==> config.mk <==
export PLATFORM = sky130hd
export DESIGN_NAME = adc_scan_button_debounce_longpress
export DESIGN_NICKNAME = d
export VERILOG_FILES = /design/src/hw/rtl/asbdl_pkg.sv /design/src/hw/rtl/asbdl_scan.sv /design/src/hw/rtl/asbdl_button.sv /design/src/hw/rtl/adc_scan_button_debounce_longpress.sv
export SDC_FILE = /design/constraint.sdc
export NUM_CORES = 1
export LEC_CHECK = 0
export BUFFER_PORTS_ARGS = -buffer_cell sky130_fd_sc_hd__buf_2
export CORE_ASPECT_RATIO = 1.75
export CORE_MARGIN = 3
export CORE_UTILIZATION = 35
export CTS_CLUSTER_DIAMETER = 150
export DETAILED_ROUTE_END_ITERATION = 10
export GPL_TIMING_DRIVEN = 0
export SLEW_MARGIN = 20
export SYNTH_ARGS = -nofsm -noshare
export SYNTH_HDL_FRONTEND = slang
export SYNTH_SLANG_ARGS = --single-unit
==> constraint.sdc <==
create_clock -name clk_i -period 4 [get_ports clk_i]
set_clock_uncertainty 0.1 [all_clocks]
set_input_delay 0.8 -clock clk_i [delete_from_list [all_inputs] [get_ports clk_i]]
set_output_delay 0.8 -clock clk_i [all_outputs]
set_load 0.02 [all_outputs]
==> src/hw/rtl/asbdl_pkg.sv <==
// Shared constants, types and helpers for the ADC scan button block.
package asbdl_pkg;

  localparam int NUM_CHANNELS   = 3;
  localparam int BUTTON_CHANNEL = 0;
  localparam int SAMPLE_BITS    = 12;

  localparam int SAMPLE_IN_W = 12;
  localparam int THRESH_W    = 12;
  localparam int STABLE_W    = 4;
  localparam int LIMIT_W     = 12;
  localparam int STABLE_CNT_W = 5;
  localparam int CFG_DATA_W  = 12;
  localparam int CFG_IDX_W   = 2;
  localparam int CHAN_OUT_W  = 2;

  // Channel index width, at least one bit.
  localparam int CHAN_W = (NUM_CHANNELS > 1) ? $clog2(NUM_CHANNELS) : 1;
  // Bits of a sample that are kept in the store.
  localparam int KEEP_W = (SAMPLE_BITS < SAMPLE_IN_W) ? SAMPLE_BITS : SAMPLE_IN_W;
  localparam bit BUTTON_VALID = (BUTTON_CHANNEL < NUM_CHANNELS);

  localparam logic [CHAN_W-1:0] SCAN_RESET = CHAN_W'(1 % NUM_CHANNELS);
  localparam logic [CHAN_W-1:0] LAST_CHAN  = CHAN_W'(NUM_CHANNELS - 1);
  localparam logic [CHAN_W-1:0] BUTTON_IDX =
    CHAN_W'(BUTTON_VALID ? BUTTON_CHANNEL : 0);

  localparam logic [STABLE_CNT_W-1:0] STABLE_MAX = '1;

  localparam logic [THRESH_W-1:0] THRESH_RESET = 12'hC00;
  localparam logic [STABLE_W-1:0] STABLE_RESET = 4'd3;
  localparam logic [LIMIT_W-1:0]  LIMIT_RESET  = 12'd333;

  typedef enum logic [CFG_IDX_W-1:0] {
    CFG_PRESS_THRESHOLD   = 2'd0,
    CFG_STABLE_ROUNDS     = 2'd1,
    CFG_LONG_PRESS_ROUNDS = 2'd2
  } cfg_idx_e;

  typedef struct packed {
    logic [CHAN_OUT_W-1:0] sample_channel;
    logic [CHAN_OUT_W-1:0] next_channel;
    logic                  round_done;
    logic [KEEP_W-1:0]     button_sample;
  } scan_res_t;

  typedef struct packed {
    logic pressed;
    logic power_off;
  } btn_res_t;

  typedef struct packed {
    logic [THRESH_W-1:0] press_threshold;
    logic [STABLE_W-1:0] stable_rounds;
    logic [LIMIT_W-1:0]  long_press_rounds;
  } cfg_t;

  // Low two bits of a channel index, zero-extended for narrow indexes.
  function automatic logic [CHAN_OUT_W-1:0] chan_out(logic [CHAN_W-1:0] c);
    logic [CHAN_W+CHAN_OUT_W-1:0] w;
    w = (CHAN_W + CHAN_OUT_W)'(c);
    return w[CHAN_OUT_W-1:0];
  endfunction

endpackage

==> src/hw/rtl/asbdl_scan.sv <==
// Round-robin channel sequencer and button sample store.
module asbdl_scan import asbdl_pkg::*; (
  input  logic                   clk_i,
  input  logic                   rst_ni,
  input  logic                   en_i,
  input  logic [SAMPLE_IN_W-1:0] sample_i,
  output scan_res_t              res_o
);

  logic [CHAN_W-1:0] idx_q, idx_d;
  logic [KEEP_W-1:0] btn_q, btn_d;
  logic [KEEP_W-1:0] kept;
  logic              last;
  logic              hit;

  always_comb begin
    kept  = sample_i[KEEP_W-1:0];
    last  = (idx_q >= LAST_CHAN);
    hit   = BUTTON_VALID && (idx_q == BUTTON_IDX);
    idx_d = last ? '0 : idx_q + 1'b1;
    btn_d = hit ? kept : btn_q;

    res_o.sample_channel = chan_out(idx_q);
    res_o.next_channel   = chan_out(idx_d);
    res_o.round_done     = last;
    // Forward the sample that lands on the button channel this cycle, else the stored one.
    res_o.button_sample  = BUTTON_VALID ? btn_d : '0;
  end

  always_ff @(posedge clk_i or negedge rst_ni) begin
    if (!rst_ni) begin
      idx_q <= SCAN_RESET;
      btn_q <= '0;
    end else if (en_i) begin
      idx_q <= idx_d;
      btn_q <= btn_d;
    end
  end

endmodule

==> src/hw/rtl/asbdl_button.sv <==
// Button threshold, debounce and long-press hold counter.
module asbdl_button import asbdl_pkg::*; (
  input  logic              clk_i,
  input  logic              rst_ni,
  input  logic              en_i,
  input  logic              round_i,
  input  logic [KEEP_W-1:0] sample_i,
  input  cfg_t              cfg_i,
  output btn_res_t          res_o
);

  logic                    raw_q, raw_d;
  logic [STABLE_CNT_W-1:0] stable_q, stable_d;
  logic                    deb_q, deb_d;
  logic [LIMIT_W-1:0]      held_q, held_d;
  logic                    level;
  logic                    off;

  always_comb begin
    level    = (THRESH_W'(sample_i) >= cfg_i.press_threshold);
    raw_d    = raw_q;
    stable_d = stable_q;
    deb_d    = deb_q;
    held_d   = held_q;
    off      = 1'b0;

    if (round_i) begin
      if (level != raw_q) begin
        raw_d    = level;
        stable_d = '0;
      end else begin
        if (stable_q < STABLE_MAX) begin
          stable_d = stable_q + 1'b1;
        end
        if (stable_d > STABLE_CNT_W'(cfg_i.stable_rounds)) begin
          deb_d = raw_q;
        end
      end

      if (deb_d) begin
        if (held_q < cfg_i.long_press_rounds) begin
          held_d = held_q + 1'b1;
        end
      end else if (held_q >= cfg_i.long_press_rounds) begin
        off = 1'b1;
      end else begin
        held_d = '0;
      end
    end

    res_o.pressed   = deb_d;
    res_o.power_off = off;
  end

  always_ff @(posedge clk_i or negedge rst_ni) begin
    if (!rst_ni) begin
      raw_q    <= 1'b0;
      stable_q <= '0;
      deb_q    <= 1'b0;
      held_q   <= '0;
    end else if (en_i) begin
      raw_q    <= raw_d;
      stable_q <= stable_d;
      deb_q    <= deb_d;
      held_q   <= held_d;
    end
  end

endmodule

==> src/hw/rtl/adc_scan_button_debounce_longpress.sv <==
// Top level: ADC scan sequencer with button debounce and long-press power-off.
//
// Each input transaction carries one finished 12-bit ADC conversion for the
// channel currently selected by a three-channel round-robin scan. The block
// keeps button samples, steps the scan and, on a transaction closing a round,
// compares the button channel's sample with press_threshold, runs the
// debounce counter (raw level must repeat for more than stable_rounds rounds)
// and the saturating hold counter, and flags power_off when the button is
// released after at least long_press_rounds held rounds. Every input
// transaction yields exactly one result transaction. A transaction can be
// taken every cycle while results drain; its result is in the output register
// in the cycle after acceptance; that single output register sets the rate:
// the input stays ready while it is empty or drained in the same cycle.
// Configuration registers (index 0 press_threshold, 1 stable_rounds,
// 2 long_press_rounds) are written through cfg_we_i/cfg_index_i/cfg_data_i;
// writes to index 3 are dropped. No clearing pass is needed after reset.
module adc_scan_button_debounce_longpress import asbdl_pkg::*; (
  input  logic                   clk_i,
  input  logic                   rst_ni,

  input  logic                   in_valid_i,
  output logic                   in_ready_o,
  input  logic [SAMPLE_IN_W-1:0] sample_i,

  output logic                   out_valid_o,
  input  logic                   out_ready_i,
  output logic [CHAN_OUT_W-1:0]  sample_channel_o,
  output logic [CHAN_OUT_W-1:0]  next_channel_o,
  output logic                   round_done_o,
  output logic                   pressed_o,
  output logic                   power_off_o,

  input  logic                   cfg_we_i,
  input  logic [CFG_IDX_W-1:0]   cfg_index_i,
  input  logic [CFG_DATA_W-1:0]  cfg_data_i
);

  cfg_t      cfg_q, cfg_d;
  scan_res_t scan_res;
  btn_res_t  btn_res;
  logic      in_fire;
  logic      out_valid_q, out_valid_d;

  logic [CHAN_OUT_W-1:0] sample_channel_q;
  logic [CHAN_OUT_W-1:0] next_channel_q;
  logic                  round_done_q;
  logic                  pressed_q;
  logic                  power_off_q;

  // Accept while the output register is empty or drains this cycle.
  assign in_ready_o = !out_valid_q || out_ready_i;
  assign in_fire    = in_valid_i && in_ready_o;

  // Configuration register file.
  always_comb begin
    cfg_d = cfg_q;
    if (cfg_we_i) begin
      unique case (cfg_idx_e'(cfg_index_i))
        CFG_PRESS_THRESHOLD:   cfg_d.press_threshold   = cfg_data_i[THRESH_W-1:0];
        CFG_STABLE_ROUNDS:     cfg_d.stable_rounds     = cfg_data_i[STABLE_W-1:0];
        CFG_LONG_PRESS_ROUNDS: cfg_d.long_press_rounds = cfg_data_i[LIMIT_W-1:0];
        default:               cfg_d = cfg_q;
      endcase
    end
  end

  always_ff @(posedge clk_i or negedge rst_ni) begin
    if (!rst_ni) begin
      cfg_q.press_threshold   <= THRESH_RESET;
      cfg_q.stable_rounds     <= STABLE_RESET;
      cfg_q.long_press_rounds <= LIMIT_RESET;
    end else begin
      cfg_q <= cfg_d;
    end
  end

  // Channel sequencing and sample store; advance only on an accepted sample.
  asbdl_scan u_scan (
    .clk_i    (clk_i),
    .rst_ni   (rst_ni),
    .en_i     (in_fire),
    .sample_i (sample_i),
    .res_o    (scan_res)
  );

  // Debounce and hold logic runs once per completed round.
  asbdl_button u_button (
    .clk_i    (clk_i),
    .rst_ni   (rst_ni),
    .en_i     (in_fire),
    .round_i  (scan_res.round_done),
    .sample_i (scan_res.button_sample),
    .cfg_i    (cfg_q),
    .res_o    (btn_res)
  );

  // Output register: load on accept, drop valid once the result is taken.
  always_comb begin
    out_valid_d = out_valid_q;
    if (in_fire) begin
      out_valid_d = 1'b1;
    end else if (out_ready_i) begin
      out_valid_d = 1'b0;
    end
  end

  always_ff @(posedge clk_i or negedge rst_ni) begin
    if (!rst_ni) begin
      out_valid_q <= 1'b0;
    end else begin
      out_valid_q <= out_valid_d;
    end
  end

  always_ff @(posedge clk_i) begin
    if (in_fire) begin
      sample_channel_q <= scan_res.sample_channel;
      next_channel_q   <= scan_res.next_channel;
      round_done_q     <= scan_res.round_done;
      pressed_q        <= btn_res.pressed;
      power_off_q      <= btn_res.power_off;
    end
  end

  assign out_valid_o      = out_valid_q;
  assign sample_channel_o = sample_channel_q;
  assign next_channel_o   = next_channel_q;
  assign round_done_o     = round_done_q;
  assign pressed_o        = pressed_q;
  assign power_off_o      = power_off_q;

  // A completed round always wraps the scan back to channel zero.
  a_round_wraps: assert property (@(posedge clk_i) disable iff (!rst_ni)
    out_valid_o && round_done_o |-> next_channel_o == '0)
    else $error("round result without wrap to channel zero");

  // Power-off only on a round end with the button released.
  a_off_on_release: assert property (@(posedge clk_i) disable iff (!rst_ni)
    out_valid_o && power_off_o |-> round_done_o && !pressed_o)
    else $error("power_off outside a released round end");

  // Every accepted sample produces a result in the next cycle.
  a_result_follows: assert property (@(posedge clk_i) disable iff (!rst_ni)
    in_valid_i && in_ready_o |=> out_valid_o)
    else $error("accepted sample produced no result");

endmodule
==> summary.txt, run 1 <==
clock slew at reported path FFs: 0.06 ns
Internal Pwr Total: 1.865 mW
worst skew pair latency: 0.34 ns
Die X: 84.96 um
Wirelength per Cell: 15.25 um
I/O pin cnt: 40
Initial Util: 36.42%
worst stage delay on the critical path: 0.48 ns
clock sinks: 69
Logic pwr share: 35.6%
Max Root-Sink Buffers: 2
mapped cell area: 0.003819 mm^2
area delta synth->final: 18.02%
delay-heaviest family, CP: compound AO/OA/AOI/OAI gates
RSZ-0062 raised after global routing: false
number of H-tree levels: 3
final setup fails: 0
DRT antenna net count: 0
Reg2Reg Depth: 12
Syn Area/Cell: 10.76 um^2
asr flop ratio synth: 89.86%
Critical Path AT: 3.91 ns
# Max-Cap Violations: 0
Post-Syn Nets: 416
Critical Path Source: u_scan.idx_q[1]$_DFFE_PN0P_
Switching Fraction: 33.89%
Via Count: 2906
CP max stage cell: dfrtp_1
Detailed Route WL: 8.202 mm
Worst setup SP type: register
Worst path depth: 12
fin nets: 467
Core Area: 0.01048 mm^2
NetSw: 0.9558 mW
fill count: 988
number of synthesized flops with an enable pin: 7
crit path buf inv count: 2
setup slack, reg-to-reg: 0.24 ns
max_slew headroom: 51.34%
Hold Fails Final Rpt: 0
initial antenna violation count: 0
most used flip-flop cell after synthesis: dfrtp_1
clock power share: 27.9%
drt pass-1 iters: 4
setup TNS: 0 ns
Reg-to-Reg Start: u_scan.idx_q[1]$_DFFE_PN0P_
sequential area share after synthesis: 46.46%
GP Congestion: 0.8713
Tot GR Track Use: 14.17%
num rows: 49
vias in the first global route: 2890
cells along the critical path: nor2_2, clkbuf_4, mux2_2, ha_1, nand2_1, nor2_1, a31oi_1, o221a_2, a22oi_1, clkbuf_2, o21bai_1, mux2i_1
largest net degree at the start of global routing: 39
P per Cell Area: 625.8 mW/mm^2
post-DP HPWL: 6.432 mm
post-synthesis register bit count: 69
initial drt markers: 156
Final Max Tran Viols: 0
post-synth cell types: 52
total chip power: 2.821 mW
CP required: 4.15 ns
# diodes: 0
Num CTS Buffers: 9
Congestion Overflow GR: 0
CTS tree: yes
Chip Height: 144.2 um
P_leak: 2.012 nW
worst-margin pin slew: 0.7256 ns
Final period util: 94.12%
Final min period: 3.765 ns
status: finished, final reports clean
DR vias/cell: 5.401
fmax: 265.6 MHz
Synth Instances: 355
crit-path max FO: 10
WS Path Type: register to register
Hold Crit Class: input pin to async pin
port bufs: 39
VDD IR max: 342.4 uV
layout cells sized above 1: 28.95%
FF-to-FF End: u_button.held_q[6]$_DFFE_PN0P_
first-pass GRT wire length: 13.61 mm
crit path to: u_button.held_q[6]$_DFFE_PN0P_
sequential fraction of design power: 36.5%
Die ar.: 0.01225 mm^2
Worst setup EP type: register
synth warn: 0
Post-route DRC: 0
Root Driver: clkbuf_16
minimum hold slack: 0.2687 ns
through the flow:
stage	worst slack, ns	area, um^2	std cells	utilization, %
after CTS	0.02601	4489	538	42.82
after global routing	0.02665	4507	538	42.99
after floorplan	0.7006	3819	355	-
after detailed placement	-0.2556	4195	522	40.02
after global placement	-0.2091	4173	521	39.80
final	0.2352	4507	538	42.99
cell families (layout without fill, tap and decap cells):
kind of cell             Yosys count  count (layout)  share of synthesized area (%)
AND/OR/NAND/NOR                   90              90                          12.65
flip-flops                        69              69                          46.46
AO/OA/AOI/OAI                     81              81                          13.83
buffers and inverters             39              95                          3.834
adder cells (fa/ha/maj)           30              30                          9.830
multiplexers                      45              45                          13.17
XOR/XNOR                           1               1                         0.2294
worst min path at each step:
stage	startpoint	end	slack, ns	cells past startpoint
floorplan	u_scan.idx_q[0]$_DFFE_PN1P_	u_scan.idx_q[0]$_DFFE_PN1P_	0.35	2
global placement	u_scan.idx_q[0]$_DFFE_PN1P_	u_scan.idx_q[0]$_DFFE_PN1P_	0.36	2
detailed placement	u_scan.idx_q[0]$_DFFE_PN1P_	u_scan.idx_q[0]$_DFFE_PN1P_	0.37	2
CTS	rst_ni	cfg_q[16]$_DFFE_PN0P_	0.28	1
global route	rst_ni	cfg_q[16]$_DFFE_PN0P_	0.29	1
finish	rst_ni	cfg_q[16]$_DFFE_PN0P_	0.27	1
cells in the final DEF (no fill, tap or decap), drive strengths merged, types with 3 or more instances in the layout:
| master | synthesis | final |
|---|---|---|
| dfstp | 10 | 10 |
| buf | 2 | 42 |
| edfxtp | 7 | 7 |
| a22o | 6 | 6 |
| inv | 30 | 30 |
| mux2i | 3 | 3 |
| or4 | 4 | 4 |
| dfrtp | 52 | 52 |
| a21oi | 18 | 18 |
| nand2b | 3 | 3 |
| nor2 | 10 | 10 |
| ha | 30 | 30 |
| o21ai | 24 | 24 |
| nand3 | 9 | 9 |
| or3 | 4 | 4 |
| nand4 | 5 | 5 |
| clkinv | 0 | 4 |
| nor4 | 4 | 4 |
| nand3b | 3 | 3 |
| a21boi | 3 | 3 |
| o31ai | 4 | 4 |
| nor3 | 3 | 3 |
| mux2 | 42 | 42 |
| nor2b | 4 | 4 |
| a21o | 3 | 3 |
| a31oi | 5 | 5 |
| nand2 | 34 | 34 |
| clkbuf | 7 | 17 |
state kept, by name, indices dropped and copies added (netlist names):
| signal | cells |
|---|---|
| cfg_q | 28 |
| u_button.held_q | 12 |
| u_button.deb_q | 1 |
| u_scan.idx_q | 2 |
| u_button.raw_q | 1 |
| out_valid_o | 1 |
| u_button.stable_q | 5 |
| next_channel_o | 2 |
| round_done_o | 1 |
| power_off_o | 1 |
| sample_channel_o | 2 |
| u_scan.btn_q | 12 |
| pressed_o | 1 |
final cells by class:
type	instances	area, um^2	area share, %
multi-input combinational	247	1913	42.45
timing repair buffer	40	217.7	4.831
tap	127	158.9	3.526
clock inverter	6	52.55	1.166
sequential	69	1774	39.37
buffer	9	38.79	0.8606
inverter	30	112.6	2.499
clock buffer	10	239.0	5.303
metal layers:
layer,global-route usage [%],wire length (um),vias to the layer above,part of all wire [%]
met5,0,0,-,0
met4,9.842,412,0,5.0
met3,2.109,253,29,3.1
met2,25.57,4422,66,54
met1,14.88,3114,1408,38
li1,-,-,1403,-
power by group through the flow:
stage / sequential [mW] / clock, mW / combinational [mW]
floorplan: 1.03 / 0 / 0.731
global placement: 1.03 / 0 / 0.962
detailed placement: 1.04 / 0 / 0.993
CTS: 1.03 / 0.796 / 1.01
global route: 1.06 / 0.826 / 1.13
finish: 1.03 / 0.787 / 1.00
synth_stat cells (3+ instances only):
cell | n | share of area [%]
a21o_1 | 3 | 0.59
a21oi_1 | 18 | 2.4
a22o_1 | 6 | 1.4
a31oi_1 | 5 | 0.82
clkbuf_1 | 7 | 0.69
dfrtp_1 | 52 | 34
dfstp_2 | 10 | 6.9
edfxtp_1 | 7 | 5.5
ha_1 | 30 | 9.8
inv_1 | 30 | 2.9
mux2_2 | 42 | 12
mux2i_1 | 3 | 0.79
nand2_1 | 34 | 3.3
nand3_1 | 8 | 1.0
nand3b_1 | 3 | 0.59
nand4_1 | 5 | 0.82
nor2_1 | 10 | 0.98
nor2b_1 | 4 | 0.66
nor3_1 | 3 | 0.39
o21ai_0 | 21 | 2.8
o21ai_1 | 3 | 0.39
o31ai_1 | 4 | 0.79
or3_1 | 3 | 0.49
or4_1 | 4 | 0.79
what timing repair did:
item / CTS / global route
setup buffers: 0 / 0
hold buffers: 0 / 0
pin swaps: 0 / 0
setup endpoints to repair: 13 / 13
gates resized for setup: 2 / 5
No activity file was read; power rests on OpenSTA's default activity.
==> run 2, diff against run 1 <==
- ABC_CLOCK_PERIOD_IN_PS: not set -> 4000
- CORE_UTILIZATION: 35 -> 50
- PLACE_DENSITY: not set -> 0.69
==> run 2 against run 1 <==
Net effect: non-clock buffer count is 1 lower; sequential cell count stayed put; combinational power hardly changed; maximum frequency is 0.43% lower; count of clock-buffer cells in the layout stayed put; register-to-register slack worse by 0.02 ns; utilization is 18 points higher; critical path type unchanged.
==> summary.txt, run 2 (synthesis gave the netlist of run 1 again) <==
clock sinks: 69 (unchanged)
Worst setup SP type: register
num rows: 41 (-16%)
DR vias/cell: 5.724 (+6.0%)
worst-margin pin slew: 0.8732 ns (+0.1477 ns)
Final period util: 94.53% (+0.41 points)
Detailed Route WL: 7.902 mm (-3.7%)
Critical Path AT: 3.76 ns (-0.15 ns)
Max Root-Sink Buffers: 2 (unchanged)
Post-CTS Setup Bufs: 0 (unchanged)
Post-CTS Hold Fix Bufs: 0 (unchanged)
top flop regs: cfg_q (28), u_button.held_q (12), u_scan.btn_q (12)
Hold Fails Final Rpt: 0 (unchanged)
Reg-to-Reg Start: u_scan.idx_q[1]$_DFFE_PN0P_
Reg with most FFs: cfg_q
Num CTS Buffers: 9 (unchanged)
vias in the first global route: 2962 (+2.5%)
Via Count: 2839 (-2.3%)
# diodes: 0 (unchanged)
most frequent cells in the layout: dfrtp_1, mux2_2, buf_2, nand2_1
total chip power: 2.932 mW (+3.9%)
fill count: 624 (-37%)
Final Max Tran Viols: 0 (unchanged)
Post-CTS Resized: 2 (unchanged)
placed cells: 480 (-8.0%)
Post-route DRC: 0 (unchanged)
WS Path Type: register to register
Core Area: 0.007336 mm^2 (-30%)
Chip Height: 121.6 um (-16%)
Critical Path Source: u_scan.idx_q[1]$_DFFE_PN0P_
Post-Layout Cell Count: 496 (-7.8%)
CTS tree: yes
number of H-tree levels: 3 (unchanged)
clock slew at reported path FFs: 0.06 ns (about the same)
port bufs: 39 (unchanged)
layout cells sized above 1: 29.51% (+0.56 points)
Setup WS post-layout: 0.2188 ns (-0.01638 ns)
Area after DPL: 0.004124 mm^2 (-1.7%)
initial antenna violation count: 0 (unchanged)
P_leak: 2.026 nW (+0.71%)
hold path startpoint: u_scan.idx_q[0]$_DFFE_PN1P_
DRT antenna net count: 0 (unchanged)
final setup fails: 0 (unchanged)
minimum hold slack: 0.3986 ns (+0.1299 ns)
drt pass-1 iters: 4 (unchanged)
Finished Cell Area: 0.004482 mm^2 (-0.56%)
worst skew pair latency: 0.34 ns (about the same)
initial drt markers: 208 (+33%)
I/O pin cnt: 40 (unchanged)
fin nets: 466 (-0.21%)
Tot GR Track Use: 19.94% (+5.8 points)
# Max-Cap Violations: 0 (unchanged)
CP required: 3.98 ns (-0.17 ns)
first-pass GRT wire length: 13.48 mm (-0.91%)
status: finished, final reports clean
post-DP HPWL: 6.028 mm (-6.3%)
area delta synth->final: 17.37%
P per Cell Area: 654.1 mW/mm^2 (+4.5%)
most common cell after layout, fill and taps aside: dfrtp_1
Worst setup EP type: register
Largest register FFs: 28 (unchanged)
GP Congestion: 0.8984 (+3.1%)
Final min period: 3.781 ns (+0.01638 ns)
Wirelength per Cell: 15.93 um (+4.5%)
Congestion Overflow GR: 0 (unchanged)
RSZ-0062 raised after global routing: false
Hold Crit Class: register to register
Die X: 72.06 um (-15%)
largest net degree at the start of global routing: 63 (+62%)
max_slew headroom: 41.43% (-9.9 points)
Initial Util: 52.06% (+16 points)
VDD IR max: 383.2 uV (+12%)
Place WS: -0.1886 ns (+0.06700 ns)
crit-path max FO: 10 (unchanged)
fmax: 264.5 MHz (-0.43%)
Die ar.: 0.008763 mm^2 (-28%)
Root Driver: clkbuf_16
==> run 2: layout make-up <==
type	instances	area (um^2)	area share, %
well taps	86	107.6	2.401
inverters	30	112.6	2.513
repair buffers	39	197.7	4.411
clock buffers	10	229.0	5.109
clock inverters	6	111.4	2.485
flip-flops and latches	69	1774	39.59
multi-input cells	247	1913	42.69
plain buffers	9	36.28	0.8096
==> run 2: stage by stage <==
stage	util [%]	setup TNS (ns)
4_1_cts	60.89	0
3_3_place_gp	56.18	-0.4093
2_1_floorplan	-	0
3_5_place_dp	56.22	-1.516
6_report	61.10	0
5_1_grt	61.10	0
==> run 2: layer usage <==
| metal | vias to the layer above | wire [um] | track usage (%) |
|---|---|---|---|
| met5 | - | 0 | 0 |
| met4 | 0 | 246 | 11.06 |
| met3 | 21 | 262 | 4.129 |
| met2 | 56 | 4309 | 34.47 |
| met1 | 1365 | 3082 | 22.35 |
| li1 | 1397 | - | - |
==> run 2: path summary, 6_finish.rpt <==
kind	end	slack, ns	depth (start not counted)
setup / recovery	power_off_o$_SDFFCE_PP0P_	0.22	11
hold / removal	u_scan.idx_q[0]$_DFFE_PN1P_	0.40	2
setup reg to reg	power_off_o$_SDFFCE_PP0P_	0.22	11
hold reg to reg	u_scan.idx_q[0]$_DFFE_PN1P_	0.40	2
max in group asynchronous	u_scan.btn_q[10]$_DFFE_PN0P_	2.85	1
min in group asynchronous	u_button.stable_q[2]$_DFFE_PN0P_	0.45	1
==> run 2: worst max-delay path: stages, from the launching register on <==
cell and delay (ns):
dfrtp_1 0.48, nor2_2 0.29, clkbuf_2 0.34, mux2_2 0.38
ha_1 0.29, nand2_1 0.07, nor2_1 0.31, a31oi_1 0.23
o221a_2 0.33, a22oi_1 0.32, clkbuf_2 0.30, nor2_1 0.07
==> run 2: power breakdown <==
part | leakage, nW | internal, mW | switching, mW
Sequential | 0.823 | 0.910 | 0.127
Combinational | 1.04 | 0.458 | 0.532
Clock | 0.163 | 0.608 | 0.297
Total | 2.03 | 1.98 | 0.955
==> run 3, diff against run 2 <==
- RECOVER_POWER: not set -> 100
==> run 3 against run 2 <==
Net effect: the flow now finishes with violations (capacitance limit, slew limit); clock power about the same; largest power group unchanged; count of clock-buffer cells in the layout did not move; global-route usage did not move; maximum frequency grew 0.36%; wire length fell by 0.57%; critical path type unchanged; first-iteration DRC count fell by 4.3%; design area is 0.42% lower.
==> summary.txt, run 3 (synthesis gave the netlist of run 1 again) <==
status: finished, violations left
failing checks: capacitance limit, slew limit
clock sinks: 69 (unchanged)
Max Root-Sink Buffers: 2 (unchanged)
Root Driver: clkbuf_16
Wirelength per Cell: 15.84 um (-0.57%)
number of H-tree levels: 3 (unchanged)
drt pass-1 iters: 4 (unchanged)
# diodes: 0 (unchanged)
Final period util: 94.20% (-0.33 points)
Post-CTS Hold Fix Bufs: 0 (unchanged)
Detailed Route WL: 7.857 mm (-0.57%)
largest net degree at the start of global routing: 63 (unchanged)
VDD IR max: 380.4 uV (-0.74%)
setup TNS: 0 ns (unchanged)
Final Max Tran Viols: 63 (+63)
post-DP HPWL: 6.028 mm (unchanged)
Via Count: 2858 (+0.67%)
Reg with most FFs: cfg_q
first-pass GRT wire length: 13.48 mm (unchanged)
GP Congestion: 0.8984 (unchanged)
Post-route DRC: 0 (unchanged)
Initial Util: 52.06% (unchanged)
Die X: 72.06 um (unchanged)
Num CTS Buffers: 9 (unchanged)
Logic pwr share: 33.7% (about the same)
RSZ-0062 raised after global routing: false
DR vias/cell: 5.762 (+0.67%)
clock power share: 30.9% (about the same)
worst stage delay on the critical path: 0.48 ns (about the same)
most common cell after layout, fill and taps aside: dfrtp_1
Congestion Overflow GR: 0 (unchanged)
num rows: 41 (unchanged)
Core Area: 0.007336 mm^2 (unchanged)
DRT antenna net count: 0 (unchanged)
Worst setup SP type: register
P_leak: 1.994 nW (-1.6%)
crit-path max FO: 10 (unchanged)
area delta synth->final: 16.87%
cells along the critical path: nor2_2, clkbuf_2, mux2_2, ha_1, nand2_1, nor2_1, a31oi_1, o221a_2, a22oi_1, clkbuf_2, nor2_1
CP max stage cell: dfrtp_1
Post-Layout Cell Count: 496 (unchanged)
fin nets: 466 (unchanged)
setup slack, reg-to-reg: 0.23 ns (about the same)
initial drt markers: 199 (-4.3%)
Hold Crit Class: register to register
final setup fails: 0 (unchanged)
delay-heaviest family, CP: compound AO/OA/AOI/OAI gates
fmax: 265.4 MHz (+0.36%)
Largest register FFs: 28 (unchanged)
CTS tree: yes
placed cells: 480 (unchanged)
WS Path Type: register to register
P per Cell Area: 655.0 mW/mm^2 (+0.13%)
I/O pin cnt: 40 (unchanged)
port bufs: 39 (unchanged)
Die ar.: 0.008763 mm^2 (unchanged)
Worst setup EP type: register
Hold Fails Final Rpt: 0 (unchanged)
# Max-Cap Violations: 1 (+1)
initial antenna violation count: 0 (unchanged)
CP required: 3.98 ns (about the same)
worst skew pair latency: 0.33 ns (about the same)
crit path buf inv count: 2 (unchanged)
worst-margin pin slew: 1.530 ns (+0.6566 ns)
layout cells sized above 1: 26.34% (-3.2 points)
Post-CTS Setup Bufs: 0 (unchanged)
Chip Height: 121.6 um (unchanged)
Tot GR Track Use: 19.94% (unchanged)
top flop regs: cfg_q (28), u_button.held_q (12), u_scan.btn_q (12)
Internal Pwr Total: 1.970 mW (-0.31%)
Critical Path AT: 3.75 ns (about the same)
Switching Fraction: 32.60% (about the same)
NetSw: 0.9530 mW (-0.25%)
clock slew at reported path FFs: 0.05 ns (about the same)
Final min period: 3.768 ns (-0.01338 ns)
most frequent cells in the layout: dfrtp_1, mux2_2, nand2_1, inv_1, ha_1
total chip power: 2.923 mW (-0.29%)
max_slew headroom: -1.986% (-43 points)
vias in the first global route: 2962 (unchanged)
sequential fraction of design power: 35.4% (about the same)
## run 3: changes by cell type in the layout (fill, tap and decap cells not counted), sizes merged
cell | before | now
buf | 41 | 27
clkbuf | 17 | 31
## run 3: path summary, 6_finish.rpt
check / start / to / depth (start not counted)
setup / recovery: u_scan.idx_q[1]$_DFFE_PN0P_ / power_off_o$_SDFFCE_PP0P_ / 11
setup reg to reg: u_scan.idx_q[1]$_DFFE_PN0P_ / power_off_o$_SDFFCE_PP0P_ / 11
max in group asynchronous: rst_ni / u_scan.btn_q[10]$_DFFE_PN0P_ / 1
hold reg to reg: cfg_q[10]$_DFFE_PN0P_ / cfg_q[10]$_DFFE_PN0P_ / 1
min in group asynchronous: rst_ni / u_button.stable_q[2]$_DFFE_PN0P_ / 1
hold / removal: cfg_q[10]$_DFFE_PN0P_ / cfg_q[10]$_DFFE_PN0P_ / 1
## run 3: power by group through the flow
stage | combinational (mW) | clock, mW | sequential (mW)
floorplan | 0.731 | 0 | 1.03
finish | 0.984 | 0.904 | 1.04
global route | 1.12 | 0.948 | 1.06
detailed placement | 0.978 | 0 | 1.05
CTS | 0.990 | 0.918 | 1.03
global placement | 0.942 | 0 | 1.03
## run 3: area by class of cell
type | instances | area [um^2]
clock buffer | 10 | 229.0
clock inverter | 6 | 111.4
sequential | 69 | 1774
multi-input combinational | 247 | 1911
inverter | 30 | 112.6
timing repair buffer | 39 | 181.4
buffer | 9 | 36.28
fill | 629 | 2873
tap | 86 | 107.6
## run 3: worst reg2reg max path: cells and delay by family (launching register included)
family	cells	cell delay (ns)
compound gates	3	0.88
fa+ha+maj	1	0.29
buf+inv	2	0.63
simple gates	4	0.74
flops	1	0.48
mux	1	0.38
## run 3: through the flow
step	instance area, um^2	worst slack, ns	hold WS, ns	util, %
2_1_floorplan	3819	0.7006	0.3494	-
3_3_place_gp	4121	-0.08270	0.3640	56.18
3_5_place_dp	4124	-0.1886	0.3829	56.22
4_1_cts	4467	0.04039	0.3920	60.89
5_1_grt	4463	0.009327	0.4102	60.84
6_report	4463	0.2322	0.4012	60.84
## run 3: timing repair
item                                    4_1_cts  5_1_grt
endpoints found under the hold margin         0        0
pin swaps                                     0        0
gates resized for setup                       2        3
endpoints found under the setup margin       13       12
## run 3: per-layer routing
metal / global-route usage (%) / part of all wire [%]
met1: 22.35 / 39
met2: 34.47 / 55
met3: 4.129 / 3.4
met4: 11.06 / 3.1
met5: 0 / 0
